<file path="src/tiff_strip_pixel_packer_core_assert.svh">
// Assertion macros shared by the strip pixel packer RTL.
`ifndef TIFF_STRIP_PIXEL_PACKER_CORE_ASSERT_SVH
`define TIFF_STRIP_PIXEL_PACKER_CORE_ASSERT_SVH

// Same-cycle implication, checked on every rising edge outside reset.
`define TSPP_ASSERT_NOW(name, clk, rst_n, ante, cons, msg) \
	name: assert property (@(posedge clk) disable iff (!rst_n) (ante) |-> (cons)) \
		else $error(msg);

// Next-cycle implication, checked on every rising edge outside reset.
`define TSPP_ASSERT_NEXT(name, clk, rst_n, ante, cons, msg) \
	name: assert property (@(posedge clk) disable iff (!rst_n) (ante) |=> (cons)) \
		else $error(msg);

`endif

</file>
<file path="src/tspp_pkg.sv">
// Types, codes and palette tables of the strip pixel packer.
`default_nettype none
package tspp_pkg;

	localparam int CFG_W = 40;
	localparam int CFG_IDX_W = 3;

	typedef enum logic [2:0] {
		MODE_BIT    = 3'd0,
		MODE_NIBBLE = 3'd1,
		MODE_ALPHA  = 3'd2,
		MODE_QUAD   = 3'd3,
		MODE_FULL   = 3'd4
	} pack_mode_t;

	typedef enum logic [CFG_IDX_W-1:0] {
		REG_PACK_MODE  = 3'd0,
		REG_ULTRA      = 3'd1,
		REG_CMYK       = 3'd2,
		REG_BG_ENTRY   = 3'd3,
		REG_FG_ENTRY   = 3'd4,
		REG_ROWS_STRIP = 3'd5
	} cfg_reg_t;

	localparam logic [7:0] CODE_ZERO = 8'h30;
	localparam logic [7:0] CODE_ONE  = 8'h31;
	localparam logic [7:0] CODE_W = 8'h57;
	localparam logic [7:0] CODE_C = 8'h43;
	localparam logic [7:0] CODE_B = 8'h42;
	localparam logic [7:0] CODE_M = 8'h4d;
	localparam logic [7:0] CODE_R = 8'h52;
	localparam logic [7:0] CODE_Y = 8'h59;
	localparam logic [7:0] CODE_G = 8'h47;
	localparam logic [7:0] CODE_K = 8'h4b;

	localparam logic [3:0] IDX_ULTRA_BG = 4'd8;
	localparam logic [3:0] IDX_ULTRA_FG = 4'd9;
	localparam logic [3:0] IDX_PLAIN_FG = 4'd1;

	localparam logic [7:0] FIXED_CMYK [8][4] = '{
		'{8'h00, 8'h00, 8'h00, 8'h00}, '{8'hff, 8'h00, 8'h00, 8'h00},
		'{8'hff, 8'hff, 8'h00, 8'h00}, '{8'h00, 8'hff, 8'h00, 8'h00},
		'{8'h00, 8'hff, 8'hff, 8'h00}, '{8'h00, 8'h00, 8'hff, 8'h00},
		'{8'hff, 8'h00, 8'hff, 8'h00}, '{8'h00, 8'h00, 8'h00, 8'hff}
	};

	localparam logic [7:0] FIXED_RGB [8][3] = '{
		'{8'hff, 8'hff, 8'hff}, '{8'h00, 8'hff, 8'hff},
		'{8'h00, 8'h00, 8'hff}, '{8'hff, 8'h00, 8'hff},
		'{8'hff, 8'h00, 8'h00}, '{8'hff, 8'hff, 8'h00},
		'{8'h00, 8'hff, 8'h00}, '{8'h00, 8'h00, 8'h00}
	};

	// Configuration seen by the packing logic.
	typedef struct packed {
		logic [2:0]       mode;
		logic             ultra;
		logic             cmyk;
		logic [CFG_W-1:0] bg;
		logic [CFG_W-1:0] fg;
		logic [15:0]      strip_rows;
	} cfg_t;

	// Packer state, current or next.
	typedef struct packed {
		logic [7:0]  acc;
		logic [2:0]  pix;
		logic [15:0] rows;
	} pack_state_t;

	// Flags of the final byte that one pixel produces.
	typedef struct packed {
		logic row_end;
		logic strip_end;
	} end_flags_t;

	function automatic logic [3:0] code_to_index(input logic ultra, input logic [7:0] code);
		logic [3:0] r;
		if (ultra) begin
			case (code)
				CODE_W:   r = 4'd0;
				CODE_C:   r = 4'd1;
				CODE_B:   r = 4'd2;
				CODE_M:   r = 4'd3;
				CODE_R:   r = 4'd4;
				CODE_Y:   r = 4'd5;
				CODE_G:   r = 4'd6;
				CODE_K:   r = 4'd7;
				CODE_ONE: r = IDX_ULTRA_FG;
				default:  r = IDX_ULTRA_BG;
			endcase
		end else begin
			r = (code == CODE_ONE) ? IDX_PLAIN_FG : 4'd0;
		end
		return r;
	endfunction

	function automatic logic [7:0] palette_byte(input logic ultra, input logic cmyk,
			input logic [CFG_W-1:0] bg, input logic [CFG_W-1:0] fg,
			input logic [3:0] idx, input logic [2:0] k);
		logic [2:0]       apos;
		logic [CFG_W-1:0] e;
		logic [7:0]       r;
		apos = cmyk ? 3'd4 : 3'd3;
		if (ultra && !idx[3]) begin
			// Fixed colours: table below the alpha slot, foreground alpha at it.
			e = fg >> {k, 3'b000};
			if (k == apos)
				r = e[7:0];
			else if (k < apos)
				r = cmyk ? FIXED_CMYK[idx[2:0]][k[1:0]] : FIXED_RGB[idx[2:0]][k[1:0]];
			else
				r = 8'h00;
		end else begin
			if ((ultra && idx == IDX_ULTRA_FG) || (!ultra && idx == IDX_PLAIN_FG))
				e = fg >> {k, 3'b000};
			else
				e = bg >> {k, 3'b000};
			r = e[7:0];
		end
		return r;
	endfunction

endpackage
`default_nettype wire

</file>
<file path="src/tspp_pack.sv">
// Maps one pixel code to its strip bytes and the next packer state.
`default_nettype none
module tspp_pack #(
	parameter int MAX_SAMPLES = 5
) (
	input  tspp_pkg::cfg_t                          cfg,
	input  tspp_pkg::pack_state_t                   cur,
	input  logic [7:0]                              pixel_code,
	input  logic                                    row,
	input  logic                                    image_end,
	output tspp_pkg::pack_state_t                   nxt,
	output logic [MAX_SAMPLES-1:0][7:0]             bytes,
	output logic [$clog2(MAX_SAMPLES+1)-1:0]        count,
	output tspp_pkg::end_flags_t                    flags
);
	import tspp_pkg::*;

	localparam int CW = $clog2(MAX_SAMPLES + 1);

	logic [3:0]  idx;
	logic [2:0]  apos;
	logic [2:0]  bitpos;
	logic [7:0]  acc_or;
	logic [15:0] rows_inc;
	logic        strip_done;

	assign idx    = code_to_index(cfg.ultra, pixel_code);
	assign apos   = cfg.cmyk ? 3'd4 : 3'd3;
	assign bitpos = 3'd7 - cur.pix;
	assign acc_or = cur.acc | (8'(idx[0]) << bitpos);

	// Completed rows advance the strip count only when a byte goes out.
	assign rows_inc   = cur.rows + 16'd1;
	assign strip_done = image_end || (rows_inc >= cfg.strip_rows);

	always_comb begin
		nxt.acc  = cur.acc;
		nxt.pix  = cur.pix;
		count    = '0;
		for (int k = 0; k < MAX_SAMPLES; k++)
			bytes[k] = palette_byte(cfg.ultra, cfg.cmyk, cfg.bg, cfg.fg, idx, 3'(k));
		case (cfg.mode)
			MODE_BIT: begin
				if (cur.pix == 3'd7 || row) begin
					bytes[0] = acc_or;
					count    = CW'(1);
					nxt.acc  = '0;
					nxt.pix  = '0;
				end else begin
					nxt.acc = acc_or;
					nxt.pix = cur.pix + 3'd1;
				end
			end
			MODE_NIBBLE: begin
				if (cur.pix == 3'd0) begin
					if (row) begin
						bytes[0] = {idx, 4'h0};
						count    = CW'(1);
						nxt.acc  = '0;
					end else begin
						nxt.acc = {idx, 4'h0};
						nxt.pix = 3'd1;
					end
				end else begin
					bytes[0] = cur.acc | {4'h0, idx};
					count    = CW'(1);
					nxt.acc  = '0;
					nxt.pix  = '0;
				end
			end
			MODE_ALPHA: begin
				bytes[0] = {4'h0, idx};
				bytes[1] = palette_byte(cfg.ultra, cfg.cmyk, cfg.bg, cfg.fg, idx, apos);
				count    = CW'(2);
			end
			MODE_QUAD: count = CW'(4);
			default:   count = CW'(MAX_SAMPLES);
		endcase
		nxt.rows        = cur.rows;
		flags.row_end   = 1'b0;
		flags.strip_end = 1'b0;
		if (count != '0 && row) begin
			flags.row_end   = 1'b1;
			flags.strip_end = strip_done;
			nxt.rows        = strip_done ? 16'd0 : rows_inc;
		end
	end

endmodule
`default_nettype wire

</file>
<file path="src/tiff_strip_pixel_packer_core.sv">
// Top level of the strip pixel packer: input stage, packer and byte burst output.
//
//  channel  dir  tdata               tuser                    tlast
//  s_*      in   [7:0] pixel_code    [0] last_in_image        last_in_row
//  m_*      out  [7:0] data_byte     [0] row_end [1] strip_end last
//  cfg_*    in   write enable cfg_we, register cfg_idx, value cfg_data
//
// A pixel produces 1 or 0 bytes in the packed modes, 2, 4 or MAX_SAMPLES in the
// byte modes. The byte burst register feeds one byte per cycle while m_tready
// is high.
// A pixel is registered, packed in the next cycle and its bytes loaded into the
// burst register while it is empty or the previous burst hands out its final byte.
// Reset clears all control state and the configuration; a stall on m_tready
// holds the current byte and backs up into s_tready once one more pixel that
// produces bytes waits in the input stage.
`default_nettype none
`include "tiff_strip_pixel_packer_core_assert.svh"
module tiff_strip_pixel_packer_core #(
	parameter int MAX_SAMPLES = 5
) (
	input  logic                           clk,
	input  logic                           arst_n,
	input  logic                           s_tvalid,
	output logic                           s_tready,
	input  logic [7:0]                     s_tdata,  // [7:0] pixel_code
	input  logic                           s_tlast,
	input  logic                           s_tuser,  // [0] last_in_image
	output logic                           m_tvalid,
	input  logic                           m_tready,
	output logic [7:0]                     m_tdata,  // [7:0] data_byte
	output logic                           m_tlast,
	output logic [1:0]                     m_tuser,  // [0] row_end, [1] strip_end
	input  logic                           cfg_we,
	input  logic [tspp_pkg::CFG_IDX_W-1:0] cfg_idx,
	input  logic [tspp_pkg::CFG_W-1:0]     cfg_data
);
	import tspp_pkg::*;

	localparam int CW = $clog2(MAX_SAMPLES + 1);
	localparam int IW = $clog2(MAX_SAMPLES);

	cfg_t        cfg_q;
	pack_state_t st_q;
	pack_state_t st_nxt;

	logic        v_s1;
	logic [7:0]  code_s1;
	logic        row_s1;
	logic        img_s1;

	logic [MAX_SAMPLES-1:0][7:0] bytes_c;
	logic [CW-1:0]               count_c;
	end_flags_t                  flags_c;

	logic                        v_s2;
	logic [MAX_SAMPLES-1:0][7:0] bytes_s2;
	logic [CW-1:0]               cnt_s2;
	end_flags_t                  flags_s2;
	logic [IW-1:0]               sel_q;

	logic last_byte;
	logic s2_done;
	logic s1_go;
	logic load_s2;
	logic in_xfer;

	// Configuration registers; a pack mode write drops any partial byte.
	always_ff @(posedge clk or negedge arst_n) begin
		if (!arst_n) begin
			cfg_q.mode       <= MODE_BIT;
			cfg_q.ultra      <= 1'b0;
			cfg_q.cmyk       <= 1'b0;
			cfg_q.bg         <= '0;
			cfg_q.fg         <= '0;
			cfg_q.strip_rows <= 16'd1;
		end else if (cfg_we) begin
			unique case (cfg_idx)
				REG_PACK_MODE:  cfg_q.mode       <= cfg_data[2:0];
				REG_ULTRA:      cfg_q.ultra      <= cfg_data[0];
				REG_CMYK:       cfg_q.cmyk       <= cfg_data[0];
				REG_BG_ENTRY:   cfg_q.bg         <= cfg_data;
				REG_FG_ENTRY:   cfg_q.fg         <= cfg_data;
				REG_ROWS_STRIP: cfg_q.strip_rows <= cfg_data[15:0];
				default: ;
			endcase
		end
	end

	assign last_byte = (CW'(sel_q) + CW'(1)) == cnt_s2;
	assign s2_done   = v_s2 && m_tready && last_byte;
	assign s1_go     = v_s1 && (count_c == '0 || !v_s2 || s2_done);
	assign load_s2   = s1_go && (count_c != '0);
	assign s_tready  = !v_s1 || s1_go;
	assign in_xfer   = s_tvalid && s_tready;

	// Input stage.
	always_ff @(posedge clk or negedge arst_n) begin
		if (!arst_n)
			v_s1 <= 1'b0;
		else if (in_xfer)
			v_s1 <= 1'b1;
		else if (s1_go)
			v_s1 <= 1'b0;
	end

	always_ff @(posedge clk) begin
		if (in_xfer) begin
			code_s1 <= s_tdata;
			row_s1  <= s_tlast | s_tuser;
			img_s1  <= s_tuser;
		end
	end

	tspp_pack #(
		.MAX_SAMPLES(MAX_SAMPLES)
	) u_pack (
		.cfg        (cfg_q),
		.cur        (st_q),
		.pixel_code (code_s1),
		.row        (row_s1),
		.image_end  (img_s1),
		.nxt        (st_nxt),
		.bytes      (bytes_c),
		.count      (count_c),
		.flags      (flags_c)
	);

	// Packer state commits when the pixel leaves the input stage.
	always_ff @(posedge clk or negedge arst_n) begin
		if (!arst_n) begin
			st_q <= '0;
		end else if (cfg_we && cfg_idx == REG_PACK_MODE) begin
			st_q.acc <= '0;
			st_q.pix <= '0;
		end else if (s1_go) begin
			st_q <= st_nxt;
		end
	end

	// Byte burst register and its read pointer.
	always_ff @(posedge clk or negedge arst_n) begin
		if (!arst_n) begin
			v_s2  <= 1'b0;
			sel_q <= '0;
		end else if (load_s2) begin
			v_s2  <= 1'b1;
			sel_q <= '0;
		end else if (s2_done) begin
			v_s2  <= 1'b0;
		end else if (v_s2 && m_tready) begin
			sel_q <= sel_q + IW'(1);
		end
	end

	always_ff @(posedge clk) begin
		if (load_s2) begin
			bytes_s2 <= bytes_c;
			cnt_s2   <= count_c;
			flags_s2 <= flags_c;
		end
	end

	assign m_tvalid   = v_s2;
	assign m_tdata    = bytes_s2[sel_q];
	assign m_tlast    = last_byte;
	assign m_tuser[0] = last_byte && flags_s2.row_end;
	assign m_tuser[1] = last_byte && flags_s2.strip_end;

	`TSPP_ASSERT_NOW(a_burst_len, clk, arst_n, v_s2,
		(cnt_s2 != '0) && (cnt_s2 <= CW'(MAX_SAMPLES)), "burst length out of range")
	`TSPP_ASSERT_NOW(a_strip_on_row, clk, arst_n, v_s2 && flags_s2.strip_end,
		flags_s2.row_end, "strip end without row end")
	`TSPP_ASSERT_NEXT(a_stall_holds_sel, clk, arst_n, v_s2 && !m_tready,
		v_s2 && $stable(sel_q), "byte pointer moved during stall")
	`TSPP_ASSERT_NOW(a_nibble_count, clk, arst_n, cfg_q.mode == MODE_NIBBLE,
		st_q.pix <= 3'd1, "nibble mode holds more than one pixel")

endmodule
`default_nettype wire

</file>
<file path="config.mk">
export PLATFORM = sky130hd
export DESIGN_NAME = tiff_strip_pixel_packer_core
export DESIGN_NICKNAME = d
export VERILOG_FILES = /design/src/tspp_pkg.sv /design/src/tspp_pack.sv /design/src/tiff_strip_pixel_packer_core.sv
export VERILOG_INCLUDE_DIRS = /design/src /design/src/src
export SDC_FILE = /design/constraint.sdc
export NUM_CORES = 1
export LEC_CHECK = 0
export ABC_AREA = 1
export CAP_MARGIN = 30
export CELL_PAD_IN_SITES_DETAIL_PLACEMENT = 1
export CELL_PAD_IN_SITES_GLOBAL_PLACEMENT = 1
export CORE_MARGIN = 2
export CORE_UTILIZATION = 52
export CTS_CLUSTER_DIAMETER = 50
export DETAILED_ROUTE_END_ITERATION = 8
export DONT_BUFFER_PORTS = 1
export GPL_TIMING_DRIVEN = 0
export PLACE_DENSITY = 0.83
export SLEW_MARGIN = 20
export SYNTH_ARGS = -nofsm -noshare
export SYNTH_HDL_FRONTEND = slang
export SYNTH_HIERARCHICAL = 1
export SYNTH_SLANG_ARGS = --single-unit
</file>
<file path="constraint.sdc">
create_clock -name clk -period 9.4 [get_ports clk]
set_clock_uncertainty 0.1 [all_clocks]
set_input_delay 1.88 -clock clk [delete_from_list [all_inputs] [get_ports clk]]
set_output_delay 1.88 -clock clk [all_outputs]
set_load 0.02 [all_outputs]
</file>
==> flow_metrics.tcl <==
set metrics [dict create \
    maxSlewHeadroom 0.398 \
    gp_congestion 0.885 \
    num-nets-final 1420 \
    io_pins 71 \
    seq_area_um2 4980 \
    yosysWarnings 6 \
    syn_area_um2 10500 \
    required_ns 7.42 \
    cp_slowest_cell "nor2_1" \
    ant_nets 0 \
    place_ws_ns 4.79 \
    die_x_um 146 \
    power.density_nw_per_um2 285 \
    hold_slack_ns 0.390 \
    finalSetupViolCount 0 \
    peakVddDrop_uv 125 \
    min_period_ns 5.11 \
    clock_latency_ns 0.45 \
    p_sw_uw 1380 \
    fin_ws_ns 4.29 \
    synth-seq-area-share 0.476 \
    synth_edf_count 55 \
    cp-start-kind "flop" \
    cts_root_buf "clkbuf_16" \
    multi_input_area_um2 4480 \
    die-area_um2 21300 \
    end_kind "output pin" \
    post-synth-top-count-cell "nand2_1" \
    drv_cap 0 \
    ys_ff_latch 188 \
    post-cts-setup-buffers 0 \
    leakagePower_uw 0.00558 \
    start_util 0.534 \
    fin_crit_sh 0.544 \
    yosys-top-cells-count "nand2_1, o21ai_0, inv_1" \
    synth_top_area_cell "dfrtp_1" \
    viasPerCell 5.76 \
    finalWirelength_um 32000 \
    drc 0 \
    drv_slew 0 \
    nFillCells 2432 \
    synthArstFlopShare 0.707 \
    crit_top_cell "nor2_1" \
    synth_top_area_frac 0.316 \
    via_count 9295 \
    wire_per_inst_um 19.9 \
    clock-sinks 188 \
    rsz0062_at_grt "false" \
    seqPwrFrac 0.386 \
    postLayoutCoreUtil 0.585 \
    cts_tree "yes" \
    cts_hold_buf 0 \
    synthTopCellsByArea "dfrtp_1, edfxtp_1, nand2_1" \
    setup_tns_ns 0 \
    drt_pass1_iterations 5 \
    clkSlewWorstSetupHoldPaths_ns 0.08 \
    cts_inserted_buffers 17 \
    crit_chain "nor2_4 -> inv_1 -> nor2_2 -> inv_1 -> nor2_1 -> nor2_1 -> o21ai_0 -> nor3_1 -> nor2_1 -> nand3_1" \
    synth_cells 1315 \
    worst_pin_slew_ns 0.895 \
    synth.avg_cell_area_um2 7.96 \
    antenna_found_initial 0 \
    cts-resized-gates 0 \
    place_hpwl_um 23500 \
    grt_pass1_vias 9511 \
    grt_max_degree 134 \
    slowest_delay_ns 0.47 \
    drt_iter0_drc 749 \
    p_int_uw 1880 \
    port_buffers 0 \
    core_area_um2 19600 \
    h-tree-depth 4 \
    ys_types 42 \
    min_path_type "reg2reg" \
    grtUsageTotal 0.308 \
    critical_path_arrival_ns 3.13 \
    instances_no_fill 1614 \
    clockBufferDepth 2 \
    area_delta_synth_final_pct 9.54 \
    clkPwrFrac 0.237 \
    switching_share 0.424 \
    worstSetupPathType "reg2out" \
    grt_first_pass_wirelength_um 51800 \
    placedCellCount 1581 \
    power_frac_comb 0.377 \
    fmax_mhz 196 \
    antenna_cells 0 \
    synth_ff_type "dfrtp_1" \
    hold_viol 0 \
    cp_max_fo 9 \
    fp.dieH_um 146 \
    status "finished clean" \
    drive_gt1_frac 0.0764 \
    std_cell_rows 51 \
    overflow 0 \
    synth_fp_nets 1399 \
]
==> critical path: cells and delay by family, from the launching register on <==
| kind | cells | cell delay (ns) |
|---|---|---|
| buffers and inverters | 2 | 0.33 |
| flip-flops | 1 | 0.46 |
| AND/OR/NAND/NOR | 7 | 1.75 |
| AO/OA/AOI/OAI | 1 | 0.15 |
==> cells by family (layout without fill, tap and decap cells) <==
family / Yosys count / in the layout / synth area share
flops: 188 / 188 / 0.476
compound gates: 250 / 250 / 0.136
simple gates: 605 / 605 / 0.253
buf+inv: 236 / 270 / 0.0958
fa+ha+maj: 26 / 26 / 0.0311
xor+xnor: 10 / 10 / 0.00837
==> stage by stage <==
| step | power (µW) | instance area, µm² |
|---|---|---|
| 2_1_floorplan | 2090 | 10500 |
| 3_3_place_gp | 2400 | 10800 |
| 3_5_place_dp | 2470 | 10800 |
| 4_1_cts | 3260 | 11500 |
| 5_1_grt | 3470 | 11500 |
| 6_report | 3260 | 11500 |
==> flip-flops by register name (all words and copies together), names as in the netlist <==
register / count
img_s1: 1
flags_s2: 2
sel_q: 3
row_s1: 1
v_s1: 1
st_q: 27
code_s1: 8
cfg_q: 101
cnt_s2: 3
bytes_s2: 40
m_tvalid: 1
==> path summary, 6_finish.rpt <==
kind / from / endpoint / slack (ns) / cells past startpoint
worst max-delay path: cfg_q[100] / s_tready / 4.29 / 10
worst min-delay path: cfg_q[11] / cfg_q[11] / 0.39 / 2
worst max register to register: st_q[0] / st_q[10] / 5.43 / 21
worst min register to register: cfg_q[11] / cfg_q[11] / 0.39 / 2
max in group asynchronous: arst_n / cfg_q[0] / 7.94 / 0
min in group asynchronous: arst_n / cfg_q[38] / 1.01 / 0
==> per-layer routing <==
| layer | routed length, µm | GRT usage |
|---|---|---|
| met1 | 14300 | 0.430 |
| met5 | 0 | 0 |
| met4 | 466 | 0.0735 |
| met2 | 15200 | 0.498 |
| met3 | 2030 | 0.0627 |
==> power groups by stage <==
stage,combinational [µW],sequential [µW],clock (µW)
after floorplan,889,1210,0
after global placement,1140,1270,0
after detailed placement,1200,1270,0
after CTS,1220,1260,781
after global routing,1380,1280,810
final,1230,1260,773
==> area by class of cell <==
type / count / area share
Sequential cell: 188 / 0.435
Multi-Input combinational cell: 891 / 0.391
Inverter: 178 / 0.0586
Clock buffer: 17 / 0.0371
Tap cell: 265 / 0.0289
Buffer: 58 / 0.0288
Clock inverter: 15 / 0.0187
Timing Repair Buffer: 2 / 0.00240
==> placed cells by master (no fill, tap or decap), drive strengths merged <==
master and count:
a21boi 1, a21oi 18, a221oi 2, a31oi 1, a32o 8, buf 28, bufinv 1, clkbuf 49
clkinv 9, dfrtp 132, dfstp 1, edfxtp 55, ha 26, inv 183, nand2 397, nand3 80
nand4 38, nor2 74, nor3 8, nor4 2, o211ai 22, o21a 1, o21ai 175, o21bai 1
o221ai 12, o22ai 9, or2 6, xnor2 1, xor2 9
Power figures use the tool's default switching activity.
